==> config.mk <==
export PLATFORM = sky130hd
export DESIGN_NAME = ffca_ctrl
export DESIGN_NICKNAME = d
export VERILOG_FILES = /design/src/design/ffca_pkg.sv /design/src/design/ffca_ctrl.sv
export SDC_FILE = /design/constraint.sdc
export NUM_CORES = 1
export LEC_CHECK = 0
export ABC_AREA = 1
export BUFFER_PORTS_ARGS = -buffer_cell sky130_fd_sc_hd__buf_4
export CORE_AREA = 2 2 39 41
export CTS_BUF_LIST = sky130_fd_sc_hd__clkbuf_4 sky130_fd_sc_hd__clkbuf_8 sky130_fd_sc_hd__clkbuf_16
export DETAILED_ROUTE_END_ITERATION = 12
export DIE_AREA = 0 0 41 43
export GPL_TIMING_DRIVEN = 0
export PLACE_DENSITY_LB_ADDON = 0.12
export SETUP_SLACK_MARGIN = 0.4
export SLEW_MARGIN = 20
export SYNTH_ARGS = -nofsm -noshare
export SYNTH_HDL_FRONTEND = slang
export SYNTH_SLANG_ARGS = --single-unit
==> constraint.sdc <==
create_clock -name clock -period 0.89 [get_ports clock]
set_input_delay 0.1335 -clock clock [delete_from_list [all_inputs] [get_ports clock]]
set_output_delay 0.1335 -clock clock [all_outputs]
set_load 0.005 [all_outputs]
==> src/design/ffca_pkg.sv <==
package ffca_pkg;

   localparam int ADDR_BITS    = 32;
   localparam int SIZE_BITS    = 32;
   localparam int MAX_CHUNKS   = 64;
   localparam int IDX_BITS     = $clog2(MAX_CHUNKS);
   localparam int CNT_BITS     = $clog2(MAX_CHUNKS + 1);
   localparam int HEADER_BYTES = 24;
   localparam int MIN_GROWTH   = 4096;
   localparam int NEED_BITS    = SIZE_BITS + 1;
   localparam int TOTAL_BITS   = SIZE_BITS + 2;

   localparam logic OP_ALLOC = 1'b0;
   localparam logic OP_FREE  = 1'b1;

   localparam logic CSR_HEAP_BASE  = 1'b0;
   localparam logic CSR_HEAP_LIMIT = 1'b1;

   typedef enum logic [2:0] {
      STATUS_OK        = 3'd0,
      STATUS_ZERO_SIZE = 3'd1,
      STATUS_EXHAUSTED = 3'd2,
      STATUS_FULL      = 3'd3,
      STATUS_UNKNOWN   = 3'd4
   } status_type;

   typedef enum logic [2:0] {
      ST_IDLE,
      ST_SCAN,
      ST_GROW_PREP,
      ST_GROW_COMMIT,
      ST_REPLY
   } state_type;

   typedef struct packed {
      logic [ADDR_BITS-1:0] base;
      logic [SIZE_BITS-1:0] payload_size;
      logic                 is_free;
   } entry_type;

   typedef struct packed {
      logic load;
      logic scan;
      logic trivial_done;
      logic hit_take;
      logic miss_done;
      logic grow_prep;
      logic grow_commit;
      logic rsp_load;
   } cmd_type;

   typedef struct packed {
      logic trivial;
      logic hit;
      logic scan_end;
      logic op_free;
      logic rsp_free;
   } stat_type;

endpackage

==> src/design/ffca_ctrl.sv <==
module ffca_ctrl (
   input  logic              clock,
   input  logic              reset,
   input  logic              req_valid,
   output logic              req_ready,
   input  ffca_pkg::stat_type stat,
   output ffca_pkg::cmd_type  cmd
);

   ffca_pkg::state_type state_ff;
   ffca_pkg::state_type state_in;

   always_ff @(posedge clock) begin
      if (reset) begin
         state_ff <= ffca_pkg::ST_IDLE;
      end else begin
         state_ff <= state_in;
      end
   end

   always_comb begin
      state_in = state_ff;
      case (state_ff)
         ffca_pkg::ST_IDLE: begin
            if (req_valid) begin
               state_in = ffca_pkg::ST_SCAN;
            end
         end
         ffca_pkg::ST_SCAN: begin
            if (stat.trivial || stat.hit) begin
               state_in = ffca_pkg::ST_REPLY;
            end else if (stat.scan_end) begin
               state_in = stat.op_free ? ffca_pkg::ST_REPLY : ffca_pkg::ST_GROW_PREP;
            end
         end
         ffca_pkg::ST_GROW_PREP: begin
            state_in = ffca_pkg::ST_GROW_COMMIT;
         end
         ffca_pkg::ST_GROW_COMMIT: begin
            state_in = ffca_pkg::ST_REPLY;
         end
         ffca_pkg::ST_REPLY: begin
            if (stat.rsp_free) begin
               state_in = ffca_pkg::ST_IDLE;
            end
         end
         default: begin
            state_in = ffca_pkg::ST_IDLE;
         end
      endcase
   end

   always_comb begin
      cmd       = '0;
      req_ready = 1'b0;
      case (state_ff)
         ffca_pkg::ST_IDLE: begin
            req_ready = 1'b1;
            cmd.load  = req_valid;
         end
         ffca_pkg::ST_SCAN: begin
            if (stat.trivial) begin
               cmd.trivial_done = 1'b1;
            end else if (stat.hit) begin
               cmd.hit_take = 1'b1;
            end else if (stat.scan_end) begin
               cmd.miss_done = stat.op_free;
            end else begin
               cmd.scan = 1'b1;
            end
         end
         ffca_pkg::ST_GROW_PREP: begin
            cmd.grow_prep = 1'b1;
         end
         ffca_pkg::ST_GROW_COMMIT: begin
            cmd.grow_commit = 1'b1;
         end
         ffca_pkg::ST_REPLY: begin
            cmd.rsp_load = stat.rsp_free;
         end
         default: begin
            cmd = '0;
         end
      endcase
   end

endmodule

==> results.sh, run 1 <==
export IMPL_fin_nets=78
export IMPL_r2r_setup_slack_ns=-0.26
export IMPL_synth_top_area_share_pct=23.1
export IMPL_fin_ws_ns=-0.301
export IMPL_wl_per_cell_um=9.07
export IMPL_fin_crit_sh_pct=134
export IMPL_ys_ff_latch=3
export IMPL_path_buf_inv=2
export IMPL_syn_nets=54
export IMPL_slowest_stage="dfxtp_4"
export IMPL_slowest_delay_ns=0.36
export IMPL_power_density_mw_per_mm2=1610
export IMPL_maxCapViolations=0
export IMPL_top_register="state_ff"
export IMPL_synth_warnings=0
export IMPL_leakagePower_nw=0.280
export IMPL_grt_overflow_total=0
export IMPL_synth_area_leaders="dfxtp_1 (23%), inv_1 (14%), nor2_1 (12%), nand2_1 (8.7%), nand3_1 (7.7%)"
export IMPL_crit_cells=4
export IMPL_tightest_slew_ns=0.225
export IMPL_largest_register_ffs=3
export IMPL_ys_types=13
export IMPL_holdWs_ns=0.0593
export IMPL_whs_path_depth=2
export IMPL_grt_use_total_pct=9.92
export IMPL_clk_latency_ns=0.23
export IMPL_finalSetupViolCount=12
export IMPL_synth_area_leader_cell="dfxtp_1"
export IMPL_hp_class="in2reg"
export IMPL_cp_start_kind="flop"
export IMPL_gp_congestion=0.733
export IMPL_antenna_found_initial=0
export IMPL_cts_root_buf="clkbuf_4"
export IMPL_area_growth_pct=94.2
export IMPL_slew_viol_final=0
export IMPL_design_core_area_mm2=0.00138
export IMPL_avgSynthCellArea_um2=5.66
export IMPL_synth_fa_ha_area_share_pct=0
export IMPL_synth_simple_gate_area_share_pct=53.8
export IMPL_wirelength_um=771
export IMPL_rsz0062_at_grt="yes"
export IMPL_status="finished with violations"
export IMPL_postRouteAntennaNets=0
export IMPL_clkSinkCount=3
export IMPL_synthXorXnorAreaFrac_pct=0
export IMPL_layout_min_cycle_time_ns=1.19
export IMPL_r2r_cells=9
export IMPL_power_mw=0.811
export IMPL_cts_tree="done"
export IMPL_num_vias=352
export IMPL_fp_dieH_um=43
export IMPL_io_buffers=16
export IMPL_cp_data_arrival_time_ns=1.06
export IMPL_syn_area_um2=260
export IMPL_synth_compound_area_share_pct=4.33
export IMPL_fmax_ghz=0.840
export IMPL_violations="setup timing"
export IMPL_cts_hold_buf=0
export IMPL_cp_cell_sequence="inv_4 -> nand3_4 -> nor4_4 -> buf_4"
export IMPL_cp_end_kind="primary output"
export IMPL_slew_headroom_pct=84.9
export IMPL_n_fill_cell=165
export IMPL_cts_clk_slew_worst_paths_ns=0.04
export IMPL_ys_seq_area_share_pct=23.1
export IMPL_top_regs="state_ff (3)"
export IMPL_io_pins=17
export IMPL_crit_required_ns=0.76
export IMPL_synth_top_family_by_area="simple AND/OR/NAND/NOR gates"
export IMPL_htree_levels=1
export IMPL_synth_cells=46
export IMPL_skew_ns=0.00198
export IMPL_finalHoldViolCount=0
export IMPL_drive_gt1_share_pct=58.0
export IMPL_grt_pass1_vias=333
export IMPL_vdd_ir_drop_max_mv=0.399
export IMPL_cts_made_buffers=3
export IMPL_row_count=14
export IMPL_die_area_mm2=0.00176
export IMPL_path_max_fanout=5
export IMPL_viasPerCell=4.14
export IMPL_hpwlAfterDp_um=570
export IMPL_drc=0
export IMPL_n_antenna_cell=0
export IMPL_start_util_pct=18.8
export IMPL_grt_max_degree=7
export IMPL_crit_type="reg2out"
export IMPL_multi_input_area_um2=186
export IMPL_fp_dieW_um=41
export IMPL_path_delay_family="flip-flops"
export IMPL_synthMuxAreaShare_pct=0
export IMPL_clockBufferDepth=2
export IMPL_first_pass_iters=2
export IMPL_first_iter_violations=1
export IMPL_grt_pass1_wl_um=1170
export IMPL_seqCellArea_um2=68.8
## stage by stage
stage                     TNS, ns  instance area, um^2  worst slack, ns  instances  utilization, %
after floorplan                 0                  277          0.00802         46               -
after global placement     -0.581                  417           -0.118         78            30.1
after detailed placement   -0.530                  417           -0.120         78            30.1
after CTS                   -2.86                  497           -0.307         85            35.9
after global routing        -3.68                  505           -0.377         85            36.5
final                       -2.85                  505           -0.301         85            36.5
## path summary, 6_finish.rpt
check | to | startpoint
setup / recovery | cmd[3] | state_ff[2]
hold / removal | state_ff[0] | reset
hold reg to reg | state_ff[1] | state_ff[2]
setup reg to reg | state_ff[2] | state_ff[1]
## area by class of cell
class                   instances  share of cell area (%)
multi-input cells              30                    36.9
well taps                      16                    3.96
flip-flops and latches          3                    13.6
repair buffers                 19                    29.0
clock buffers                   4                    5.94
inverters                      13                    10.6
## Yosys cell counts
| cell type | n |
|---|---|
| o21ai_1 | 1 |
| nand3_2 | 2 |
| nand3_1 | 4 |
| nand2_2 | 1 |
| inv_1 | 10 |
| nor3_1 | 2 |
| nor2_2 | 3 |
| nand2_1 | 6 |
| a31oi_1 | 1 |
| nor4_1 | 2 |
| nor2_1 | 8 |
| dfxtp_1 | 3 |
| inv_2 | 3 |
## worst register-to-register path, cell delays in order (launching register included)
cell	delay, ns
dfxtp_2	0.36
inv_4	0.05
nand3_4	0.12
buf_4	0.13
buf_6	0.09
inv_2	0.03
nand2_2	0.06
nand3_2	0.07
nor2_2	0.10
nor2_2	0.03
## metal layers
| metal | share of wire, % | wire, um | vias up | global-route usage, % |
|---|---|---|---|---|
| li1 | - | - | 187 | - |
| met1 | 37 | 282 | 155 | 9.90 |
| met2 | 58 | 451 | 10 | 16.6 |
| met3 | 4.8 | 37 | 0 | 1.57 |
| met4 | 0 | 0 | 0 | 8.00 |
| met5 | 0 | 0 | - | 0 |
## layout by cell type (no fill, tap or decap), drive strengths merged
| master | n |
|---|---|
| a31oi | 1 |
| buf | 19 |
| clkbuf | 4 |
| dfxtp | 3 |
| inv | 13 |
| nand2 | 7 |
| nand3 | 6 |
| nor2 | 11 |
| nor3 | 2 |
| nor4 | 2 |
| o21ai | 1 |
## cell families (layout without fill, tap and decap cells)
group           after synthesis  count (layout)
flops                         3               3
simple gates                 28              28
compound gates                2               2
buf+inv                      13              36
## power breakdown
| part | internal, mW | switching [mW] |
|---|---|---|
| clock network | 0.198 | 0.0674 |
| logic | 0.171 | 0.172 |
| registers | 0.163 | 0.0395 |
## repair_timing
action,in CTS,in global routing
setup endpoints to repair,12,12
resized for setup,7,1
pin swaps,2,0
buffers inserted,3,0
(Power assumes the default switching activity.)
==> run 2: changes to the inputs <==
Settings changed: GPL_TIMING_DRIVEN 0 to 1, PLACE_DENSITY_LB_ADDON 0.12 to not set.
==> run 2 against run 1 <==
Net effect: the flow still finishes with violations (setup timing); critical path depth unchanged; utilization fell by 0.72 points; clock-buffer cell count unchanged; first-iteration DRC count did not move; power increased by 0.81%; design area down 2.0%; clock power barely moved; flip-flop and latch count unchanged; combinational power is essentially flat; die area did not move; non-clock buffer count down 1; critical path type unchanged; largest cell class unchanged; largest power group unchanged.
==> results.sh, run 2 (synthesized netlist as in run 1, its figures left out) <==
export IMPL_first_pass_iters=2
export IMPL_whs_path_depth=2
export IMPL_finalCoreUtilization_pct=35.8
export IMPL_clk_latency_ns=0.23
export IMPL_path_delay_family="flip-flops"
export IMPL_num_vias=339
export IMPL_cp_cell_sequence="inv_4 -> nand3_4 -> nor4_2 -> buf_4"
export IMPL_finalSetupViolCount=12
export IMPL_r2r_setup_slack_ns=-0.17
export IMPL_tightest_slew_ns=0.227
export IMPL_intPower_mw=0.536
export IMPL_fp_dieH_um=43
export IMPL_top_register="state_ff"
export IMPL_cts_root_buf="clkbuf_4"
export IMPL_layout_min_cycle_time_ns=1.19
export IMPL_wl_per_cell_um=8.88
export IMPL_path_max_fanout=6
export IMPL_antenna_found_initial=0
export IMPL_maxCapViolations=0
export IMPL_viasPerCell=4.04
export IMPL_crit_type="reg2out"
export IMPL_holdPathEnd="state_ff[0]"
export IMPL_violations="setup timing"
export IMPL_finalHoldViolCount=0
export IMPL_design_core_area_mm2=0.00138
export IMPL_drive_gt1_share_pct=58.8
export IMPL_slowest_stage="dfxtp_2"
export IMPL_cts_made_buffers=3
export IMPL_top_regs="state_ff (3)"
export IMPL_io_pins=17
export IMPL_wirelength_um=746
export IMPL_worstHoldStart="reset"
export IMPL_postRouteAntennaNets=0
export IMPL_die_area_mm2=0.00176
export IMPL_hpwlAfterDp_um=598
export IMPL_cts_clk_slew_worst_paths_ns=0.04
export IMPL_grt_pass1_vias=337
export IMPL_drc=0
export IMPL_slew_headroom_pct=84.7
export IMPL_fin_ws_ns=-0.297
export IMPL_hp_class="in2reg"
export IMPL_largest_register_ffs=3
export IMPL_clkSinkCount=3
export IMPL_grt_max_degree=7
export IMPL_io_buffers=16
export IMPL_p_sw_share_pct=34.5
export IMPL_skew_ns=0.00378
export IMPL_fmax_ghz=0.843
export IMPL_cp_start_kind="flop"
export IMPL_power_density_mw_per_mm2=1650
export IMPL_multi_input_area_um2=188
export IMPL_p_sw_mw=0.282
export IMPL_holdWs_ns=0.0637
export IMPL_power_mw=0.818
export IMPL_r2r_start="state_ff[1]"
export IMPL_slew_viol_final=0
export IMPL_n_fill_cell=160
export IMPL_clockPowerShare_pct=32.9
export IMPL_n_antenna_cell=0
export IMPL_htree_levels=1
export IMPL_cts_hold_buf=0
export IMPL_grt_overflow_total=0
export IMPL_grt_use_total_pct=10.3
export IMPL_crit_required_ns=0.76
export IMPL_cp_data_arrival_time_ns=1.05
export IMPL_mostFrequentLayoutCell="buf_4"
export IMPL_gp_congestion=0.772
export IMPL_cts_tree="done"
export IMPL_first_iter_violations=1
export IMPL_comb_power_share_pct=41.5
export IMPL_fin_nets=77
export IMPL_r2r_cells=8
export IMPL_rr_endpoint="state_ff[2]"
export IMPL_leakagePower_nw=0.276
export IMPL_seqCellArea_um2=68.8
export IMPL_fin_crit_sh_pct=133
export IMPL_pre_cts_ws_ns=-0.102
export IMPL_slowest_delay_ns=0.34
export IMPL_status="finished with violations"
export IMPL_layout_common_cells="buf_4 (18), inv_1 (9), nor2_1 (7), nand2_1 (6), clkbuf_4 (4)"
export IMPL_fp_dieW_um=41
export IMPL_vdd_ir_drop_max_mv=0.475
export IMPL_path_buf_inv=2
export IMPL_clockBufferDepth=2
export IMPL_grt_pass1_wl_um=1260
export IMPL_cp_end_kind="primary output"
export IMPL_start_util_pct=18.8
export IMPL_rsz0062_at_grt="yes"
export IMPL_row_count=14
export IMPL_seqPwrFrac_pct=25.6
export IMPL_area_growth_pct=90.4
-- run 2: what timing repair did --
item	in CTS	in global routing
pin swaps	1	2
setup endpoints to repair	12	12
buffers inserted	0	2
gates resized for setup	4	4
-- run 2: metrics by stage --
stage / cell area (um^2) / std cells / TNS, ns
detailed placement: 417 / 78 / -0.388
floorplan: 277 / 46 / 0
global placement: 417 / 78 / -0.426
global route: 495 / 84 / -3.26
CTS: 465 / 82 / -2.50
finish: 495 / 84 / -2.54
-- run 2: worst max path at each step --
stage                start           to  depth (start not counted)
6_report       state_ff[1]       cmd[3]                          4
2_1_floorplan  state_ff[1]  state_ff[2]                          7
4_1_cts        state_ff[2]       cmd[3]                          4
5_1_grt        state_ff[2]       cmd[3]                          4
3_3_place_gp   state_ff[1]       cmd[3]                          4
3_5_place_dp   state_ff[0]  state_ff[0]                          4
-- run 2: power by group through the flow --
stage | Combinational (mW) | Clock [mW] | Sequential, mW
finish | 0.340 | 0.269 | 0.209
global route | 0.379 | 0.293 | 0.215
CTS | 0.300 | 0.277 | 0.199
detailed placement | 0.289 | 0 | 0.197
global placement | 0.283 | 0 | 0.197
floorplan | 0.179 | 0 | 0.190
-- run 2: metal layers --
metal	wire (um)	global-route usage, %	part of all wire, %	up-vias
met2	367	14.7	49	12
met3	43	0	5.8	0
met5	0	0	0	-
met1	335	14.1	45	142
met4	0	8.00	0	0
li1	-	-	-	185
-- run 2: final cells by class --
type	instances	area share (%)
Tap cell	16	4.04
Sequential cell	3	13.9
Multi-Input combinational cell	30	37.9
Clock buffer	4	6.06
Inverter	13	10.9
Timing Repair Buffer	18	27.3
==> run 3: changes to the inputs <==
Settings changed: CELL_PAD_IN_SITES_DETAIL_PLACEMENT set to 0, CELL_PAD_IN_SITES_GLOBAL_PLACEMENT set to 1, CORE_AREA 2 2 39 41 to not set, CORE_UTILIZATION set to 20, DIE_AREA 0 0 41 43 to not set, PLACE_DENSITY_LB_ADDON set to 0.1, REMOVE_ABC_BUFFERS set to 1.
==> run 3 against run 2 <==
Net effect: the run still ends with setup timing left; clock power rose by 2%; die area decreased by 18%; worst setup slack lost 0.021 ns; design area rose by 7.1%; flip-flop and latch count is the same; via count up 3.2%; clock-buffer cell count did not move; global-route usage rose by 2.9 points; hold slack worse by 0.014 ns; power increased by 1.1%; clock skew rose by 0.00067 ns; combinational power grew 4%; critical path type unchanged; critical endpoint is now cmd[4]; largest power group unchanged.
==> results.sh, run 3 (synthesized netlist as in run 1, its figures left out) <==
export IMPL_io_pins=17
export IMPL_cts_made_buffers=3
export IMPL_cp_start_kind="flop"
export IMPL_fp_dieH_um=38.1
export IMPL_htree_levels=1
export IMPL_crit_required_ns=0.76
export IMPL_drive_gt1_share_pct=59.2
export IMPL_status="finished with violations"
export IMPL_seqPwrFrac_pct=23.9
export IMPL_place_inst=77
export IMPL_cts_tree="done"
export IMPL_holdWs_ns=0.0502
export IMPL_finalSetupViolCount=12
export IMPL_wirelength_um=776
export IMPL_grt_max_degree=7
export IMPL_grt_pass1_wl_um=1390
export IMPL_hp_class="in2reg"
export IMPL_design_core_area_mm2=0.00116
export IMPL_fin_ws_ns=-0.318
export IMPL_slew_viol_final=0
export IMPL_power_density_mw_per_mm2=1560
export IMPL_cts_clk_slew_worst_paths_ns=0.04
export IMPL_drc=0
export IMPL_finalHoldViolCount=0
export IMPL_skew_ns=0.00445
export IMPL_largest_register_ffs=3
export IMPL_antenna_found_initial=0
export IMPL_cts_root_buf="clkbuf_4"
export IMPL_leakagePower_nw=0.296
export IMPL_seqCellArea_um2=66.3
export IMPL_clk_latency_ns=0.23
export IMPL_first_pass_iters=4
export IMPL_finalCoreUtilization_pct=45.9
export IMPL_layout_common_cells="buf_4 (20), inv_1 (9), nor2_1 (8), nand2_1 (6)"
export IMPL_postRouteAntennaNets=0
export IMPL_mostFrequentLayoutCell="buf_4"
export IMPL_grt_use_total_pct=13.2
export IMPL_comb_power_share_pct=42.9
export IMPL_rsz0062_at_grt="yes"
export IMPL_fin_crit_sh_pct=136
export IMPL_tightest_slew_ns=0.202
export IMPL_start_util_pct=22.5
export IMPL_layout_min_cycle_time_ns=1.21
export IMPL_path_max_fanout=5
export IMPL_fp_dieW_um=38.1
export IMPL_vdd_ir_drop_max_mv=0.567
export IMPL_slew_headroom_pct=86.4
export IMPL_multi_input_area_um2=201
export IMPL_io_buffers=16
export IMPL_hpwlAfterDp_um=564
export IMPL_row_count=12
export IMPL_viasPerCell=4.12
export IMPL_clkSinkCount=3
export IMPL_slowest_stage="dfxtp_2"
export IMPL_n_fill_cell=118
export IMPL_cp_end_kind="primary output"
export IMPL_area_growth_pct=104
export IMPL_cp_data_arrival_time_ns=1.07
export IMPL_gp_congestion=0.683
export IMPL_p_sw_share_pct=35.2
export IMPL_top_regs="state_ff (3)"
export IMPL_cts_hold_buf=0
export IMPL_cp_cell_sequence="inv_4 -> nand3_4 -> nor3_4 -> buf_4"
export IMPL_fin_cells=85
export IMPL_maxCapViolations=0
export IMPL_crit_type="reg2out"
export IMPL_top_register="state_ff"
export IMPL_clockBufferDepth=2
export IMPL_grt_pass1_vias=316
export IMPL_power_mw=0.827
export IMPL_wl_per_cell_um=9.13
export IMPL_slowest_delay_ns=0.34
export IMPL_grt_overflow_total=0
export IMPL_fmax_ghz=0.828
export IMPL_num_vias=350
export IMPL_n_antenna_cell=0
export IMPL_p_sw_mw=0.291
export IMPL_intPower_mw=0.536
export IMPL_violations="setup timing"
export IMPL_first_iter_violations=3
export IMPL_die_area_mm2=0.00145
export IMPL_fin_nets=80
export IMPL_clockPowerShare_pct=33.2
run 3: changes by cell type in the layout (fill, tap and decap cells not counted), sizes merged:
cell  before  now
buf       18   21
run 3: routing by layer:
| layer | vias to the layer above | track usage [%] | part of all wire (%) |
|---|---|---|---|
| li1 | 190 | - | - |
| met1 | 153 | 18.0 | 46 |
| met2 | 7 | 22.0 | 51 |
| met3 | 0 | 0 | 2.3 |
| met4 | 0 | 5.36 | 0 |
| met5 | - | 0 | 0 |
run 3: layout make-up:
class / instances / area share [%]
Clock buffer: 4 / 5.66
Tap cell: 14 / 3.30
Timing Repair Buffer: 21 / 30.4
Multi-Input combinational cell: 30 / 38.0
Inverter: 13 / 10.1
Sequential cell: 3 / 12.5
run 3: per-stage QoR:
step	instance area, um^2	worst slack, ns	setup TNS [ns]
3_5_place_dp	405	-0.184	-0.967
6_report	531	-0.318	-3.03
2_1_floorplan	260	-0.0485	-0.0870
4_1_cts	503	-0.309	-2.82
3_3_place_gp	405	-0.164	-1.10
5_1_grt	531	-0.387	-3.76
run 3: worst max-delay path, delay by kind of cell (launching register included):
| kind | cells | cell delay (ns) |
|---|---|---|
| buffers and inverters | 2 | 0.20 |
| DFF | 1 | 0.34 |
| and+or+nand+nor | 2 | 0.30 |
run 3: what timing repair did:
item,CTS,global route
endpoints found under the setup margin,12,12
pin swaps,2,3
resized for setup,12,4
buffers inserted,3,1
run 3: final timing paths:
path,from,end,slack (ns),depth (start not counted)
setup / recovery,state_ff[2],cmd[4],-0.32,4
hold / removal,reset,state_ff[0],0.05,2
setup reg to reg,state_ff[2],state_ff[2],-0.21,8
hold reg to reg,state_ff[0],state_ff[1],0.66,3
run 3: power by group through the flow:
stage	Sequential, mW	Clock (mW)	Combinational [mW]
final	0.198	0.275	0.355
after detailed placement	0.180	0	0.273
after floorplan	0.176	0	0.166
after global placement	0.179	0	0.277
after CTS	0.191	0.273	0.329
after global routing	0.202	0.277	0.398
